--- config.mk ---
export PLATFORM = sky130hd
export DESIGN_NAME = wfa_update
export DESIGN_NICKNAME = d
export VERILOG_FILES = /design/src/rtl/wfa_pkg.sv /design/src/rtl/wfa_update.sv
export SDC_FILE = /design/constraint.sdc
export NUM_CORES = 1
export LEC_CHECK = 0
export BUFFER_PORTS_ARGS = -buffer_cell sky130_fd_sc_hd__buf_2
export CORE_AREA = 2 2 114 116
export DETAILED_ROUTE_END_ITERATION = 8
export DIE_AREA = 0 0 116 118
export GPL_ROUTABILITY_DRIVEN = 0
export MAX_ROUTING_LAYER = met4
export PLACE_DENSITY = 0.73
export RECOVER_POWER = 50
export SETUP_SLACK_MARGIN = 0.3
export SYNTH_ARGS = -nofsm -noshare
export SYNTH_HDL_FRONTEND = slang
export SYNTH_SLANG_ARGS = --single-unit
--- constraint.sdc ---
create_clock -name vclk -period 6.6
set_input_delay 0.99 -clock vclk [all_inputs]
set_output_delay 0.99 -clock vclk [all_outputs]
set_load 0.01 [all_outputs]
--- src/rtl/wfa_pkg.sv ---
// Package for the weighted frame accumulator: widths, command codes,
// transaction payload structs and the per-lane product function.
// No dependencies; used by every module of the block except wfa_ram.
package wfa_pkg;

	localparam int PIX_W     = 16;
	localparam int CHAN_W    = 8;
	localparam int WEIGHT_W  = 9;
	localparam int ACC_W     = 16;
	localparam int LANES     = 4;
	localparam int FRAME_W   = PIX_W + 1;
	localparam int ACC_SHIFT = 8;
	localparam logic [FRAME_W-1:0] FRAME_RESET = FRAME_W'(2 ** PIX_W);

	typedef enum logic [1:0] {
		CMD_CLEAR = 2'd0,
		CMD_ADD   = 2'd1,
		CMD_READ  = 2'd2
	} cmd_t;

	typedef logic [LANES-1:0][ACC_W-1:0]  acc_t;
	typedef logic [LANES-1:0][CHAN_W-1:0] bytes_t;

	typedef struct packed {
		logic [1:0]          command;
		logic [PIX_W-1:0]    pixel_index;
		logic [CHAN_W-1:0]   chan0_in;
		logic [CHAN_W-1:0]   chan1_in;
		logic [CHAN_W-1:0]   chan2_in;
		logic [CHAN_W-1:0]   chan3_in;
		logic [WEIGHT_W-1:0] weight;
	} wfa_in_t;

	typedef struct packed {
		logic [PIX_W-1:0]  pixel_out_index;
		logic [CHAN_W-1:0] chan0_out;
		logic [CHAN_W-1:0] chan1_out;
		logic [CHAN_W-1:0] chan2_out;
		logic [CHAN_W-1:0] chan3_out;
	} wfa_out_t;

	// Control of the update stage.
	typedef struct packed {
		logic [1:0] command;
		logic       fwd_hit;
	} upd_ctl_t;

	// Channel byte times weight, kept modulo 2^ACC_W.
	function automatic logic [ACC_W-1:0] lane_product(input logic [CHAN_W-1:0] chan,
			input logic [WEIGHT_W-1:0] weight);
		logic [CHAN_W+WEIGHT_W-1:0] full;
		full = chan * weight;
		return full[ACC_W-1:0];
	endfunction

endpackage

--- src/rtl/wfa_update.sv ---
// Read-modify-write datapath of the accumulator: picks forwarded or stored
// lanes, adds or loads the products, and extracts the read-out bytes.
// Depends on wfa_pkg.
module wfa_update (
	input  wfa_pkg::upd_ctl_t ctl,
	input  wfa_pkg::acc_t     prod,
	input  wfa_pkg::acc_t     rd_data,
	input  wfa_pkg::acc_t     fwd_data,
	output wfa_pkg::acc_t     new_acc,
	output wfa_pkg::bytes_t   rd_bytes
);
	import wfa_pkg::*;

	acc_t cur;

	always_comb begin
		cur = ctl.fwd_hit ? fwd_data : rd_data;
		for (int k = 0; k < LANES; k++) begin
			if (ctl.command == CMD_CLEAR) begin
				new_acc[k] = prod[k];
			end else begin
				new_acc[k] = cur[k] + prod[k];
			end
			rd_bytes[k] = cur[k][ACC_SHIFT +: CHAN_W];
		end
	end

endmodule

==> flow_metrics.tcl <==
set metrics [dict create \
    maxCapViolations 1 \
    num_io_pins 291 \
    outcome "finished with violations" \
    area_growth_pct 33.84 \
    internal_power_uw 313.6 \
    setup.worst_path.start_class "input pin" \
    grt_first_pass_wirelength_um 24650 \
    grt_max_degree 51 \
    violations "max-capacitance violations, max-slew violations" \
    relSlewSlack_pct -84.96 \
    nClkBuffers 0 \
    ir_drop_mv 0.07280 \
    syn_area_per_cell_um2 7.018 \
    p_leak_uw 0.003059 \
    die_width_um 116 \
    fillerInstances 1331 \
    drc 0 \
    core_mm2 0.01241 \
    cp-end-kind "primary output" \
    drt-pass1-iter-count 5 \
    synth_area_mm2 0.004611 \
    cts_resized 0 \
    wl_per_cell_um 14.40 \
    slew_violations 51 \
    dieArea_mm2 0.01369 \
    tightestPinTransition_ns 2.774 \
    yosysTopAreaCell "ha_1" \
    ff_latch_area_um2 0 \
    seq_cells 0 \
    yosysTopAreaCellShare_pct 16.28 \
    grt_pass1_vias 5430 \
    post-place-cells 1091 \
    power.share.clock_pct 0 \
    max_freq_ghz 0.1870 \
    fin_area_mm2 0.006171 \
    mappedNetlistNets 916 \
    vias 5889 \
    io_buffer_count 291 \
    switching_power_uw 387.5 \
    instances_no_fill 1092 \
    fin_setup_tns_ns 0 \
    drt-initial-drc-count 292 \
    wl_um 15720 \
    hold_path_class "input pin to primary output" \
    antenna_found_initial 1 \
    layout-drive-gt1-share_pct 35.04 \
    drt.antenna.violating_nets 0 \
    hold_buffers 0 \
    fin_crit_sh_pct 81.04 \
    worstPathMaxFanout 50 \
    via_per_inst 5.393 \
    final_common_cell "buf_2" \
    finalHoldViolCount 0 \
    setup_viol 0 \
    yosysUniqueCellTypes 66 \
    grt_usage_pct 21.77 \
    hold_ws_ns 2.253 \
    final_cell_mix "buf_2, a21oi_1, nand2_1, ha_1, nor2_1" \
    p_sw_share_pct 55.27 \
    post-route-util_pct 49.71 \
    cts_setup_buffers 0 \
    pwr-share-seq_pct 0 \
    criticalPathCategory "input pin to primary output" \
    yosysSeqAreaShare_pct 0 \
    die_y_um 118 \
    nets 1180 \
    synthTopCellsByArea "ha_1, mux2_2, a21oi_1" \
    initial_core_util_pct 37.14 \
    min_from "prod[47]" \
    dp_hpwl_um 13320 \
    power_frac_comb_pct 100.0 \
    final.min_clock_period_ns 5.349 \
    powerDensity_mw_per_mm2 113.6 \
    postPlaceCellArea_mm2 0.006192 \
    worstSetupStartpoint "ctl[1]" \
    min_delay_path_depth 3 \
    rows 41 \
    netlist_instances 657 \
    crit_required_ns 5.61 \
    grt_overflow 0 \
    min_to "new_acc[47]" \
    rsz0062_at_grt "no" \
    yosysWarnings 0 \
    arrival_ns 4.36 \
]
## power groups by stage
| stage | Combinational [µW] | Clock (µW) | Sequential (µW) |
|---|---|---|---|
| 6_report | 701 | 0.0000203 | 0 |
| 5_1_grt | 776 | 0.0000203 | 0 |
| 4_1_cts | 708 | 0 | 0 |
| 3_5_place_dp | 704 | 0 | 0 |
| 3_3_place_gp | 700 | 0 | 0 |
| 2_1_floorplan | 467 | 0 | 0 |
## cell families (layout without fill, tap and decap cells)
group	Yosys count	after routing	synth area share [%]
compound gates	229	229	32.59
xor+xnor	32	32	6.079
fa+ha+maj	64	64	18.02
buf+inv	54	316	4.668
mux	68	68	16.42
other cells	0	1	0
simple gates	210	210	22.23
## how the worst max path moves through the flow
stage,end,cells past startpoint
finish,new_acc[15],9
global route,new_acc[15],9
CTS,new_acc[12],13
detailed placement,new_acc[15],11
global placement,new_acc[14],13
floorplan,new_acc[15],11
## critical path, cell delays in order
cell and delay (ns):
buf_2 0.11, or2_0 2.00, buf_4 0.60, nand3_1 0.12, o21ai_1 0.13, a31oi_1 0.05, o211ai_1 0.13, nor4_2 0.07
buf_2 0.15
## metrics by stage
| step | setup slack, ns | power (µW) |
|---|---|---|
| 2_1_floorplan | 2.006 | 467.5 |
| 3_3_place_gp | 1.551 | 699.8 |
| 3_5_place_dp | 1.500 | 703.8 |
| 4_1_cts | 1.503 | 708.3 |
| 5_1_grt | 0.8346 | 776.0 |
| 6_report | 1.251 | 701.1 |
## synthesized netlist by cell type, types with 4 or more instances
cell type / instances
fa_1: 4
a21boi_1: 4
o21ai_0: 17
nand3b_1: 4
o31ai_1: 9
clkbuf_1: 16
buf_1: 11
mux2_2: 61
inv_1: 22
o21a_1: 9
o22ai_1: 5
nor2_1: 60
nor2b_1: 5
nor3_1: 12
buf_2: 4
mux2i_1: 7
a21o_1: 25
and3_1: 9
a31oi_1: 4
a221oi_1: 4
nand3_1: 9
xor2_1: 18
nand4_1: 12
or2_1: 4
o21bai_1: 7
or3_1: 5
xnor2_1: 14
nor3b_1: 5
nand2_1: 62
a211oi_1: 17
ha_1: 60
o21ai_1: 21
o211ai_1: 5
nand2b_1: 7
a21oi_1: 72
## cell type report
| type | count | area [µm²] | area share (%) |
|---|---|---|---|
| Inverter | 22 | 82.58 | 1.338 |
| Multi-Input combinational cell | 603 | 4403 | 71.35 |
| Tap cell | 172 | 215.2 | 3.487 |
| Timing Repair Buffer | 294 | 1468 | 23.78 |
| Antenna cell | 1 | 2.502 | 0.04055 |
## layer usage
metal | routed length [µm] | global-route usage, % | up-vias
met5 | 0 | - | -
met4 | 346 | 4.539 | 0
met3 | 1004 | 1.442 | 26
met2 | 7715 | 39.58 | 249
met1 | 6658 | 26.09 | 2609
li1 | - | - | 3005
Power figures use the tool's default switching activity.
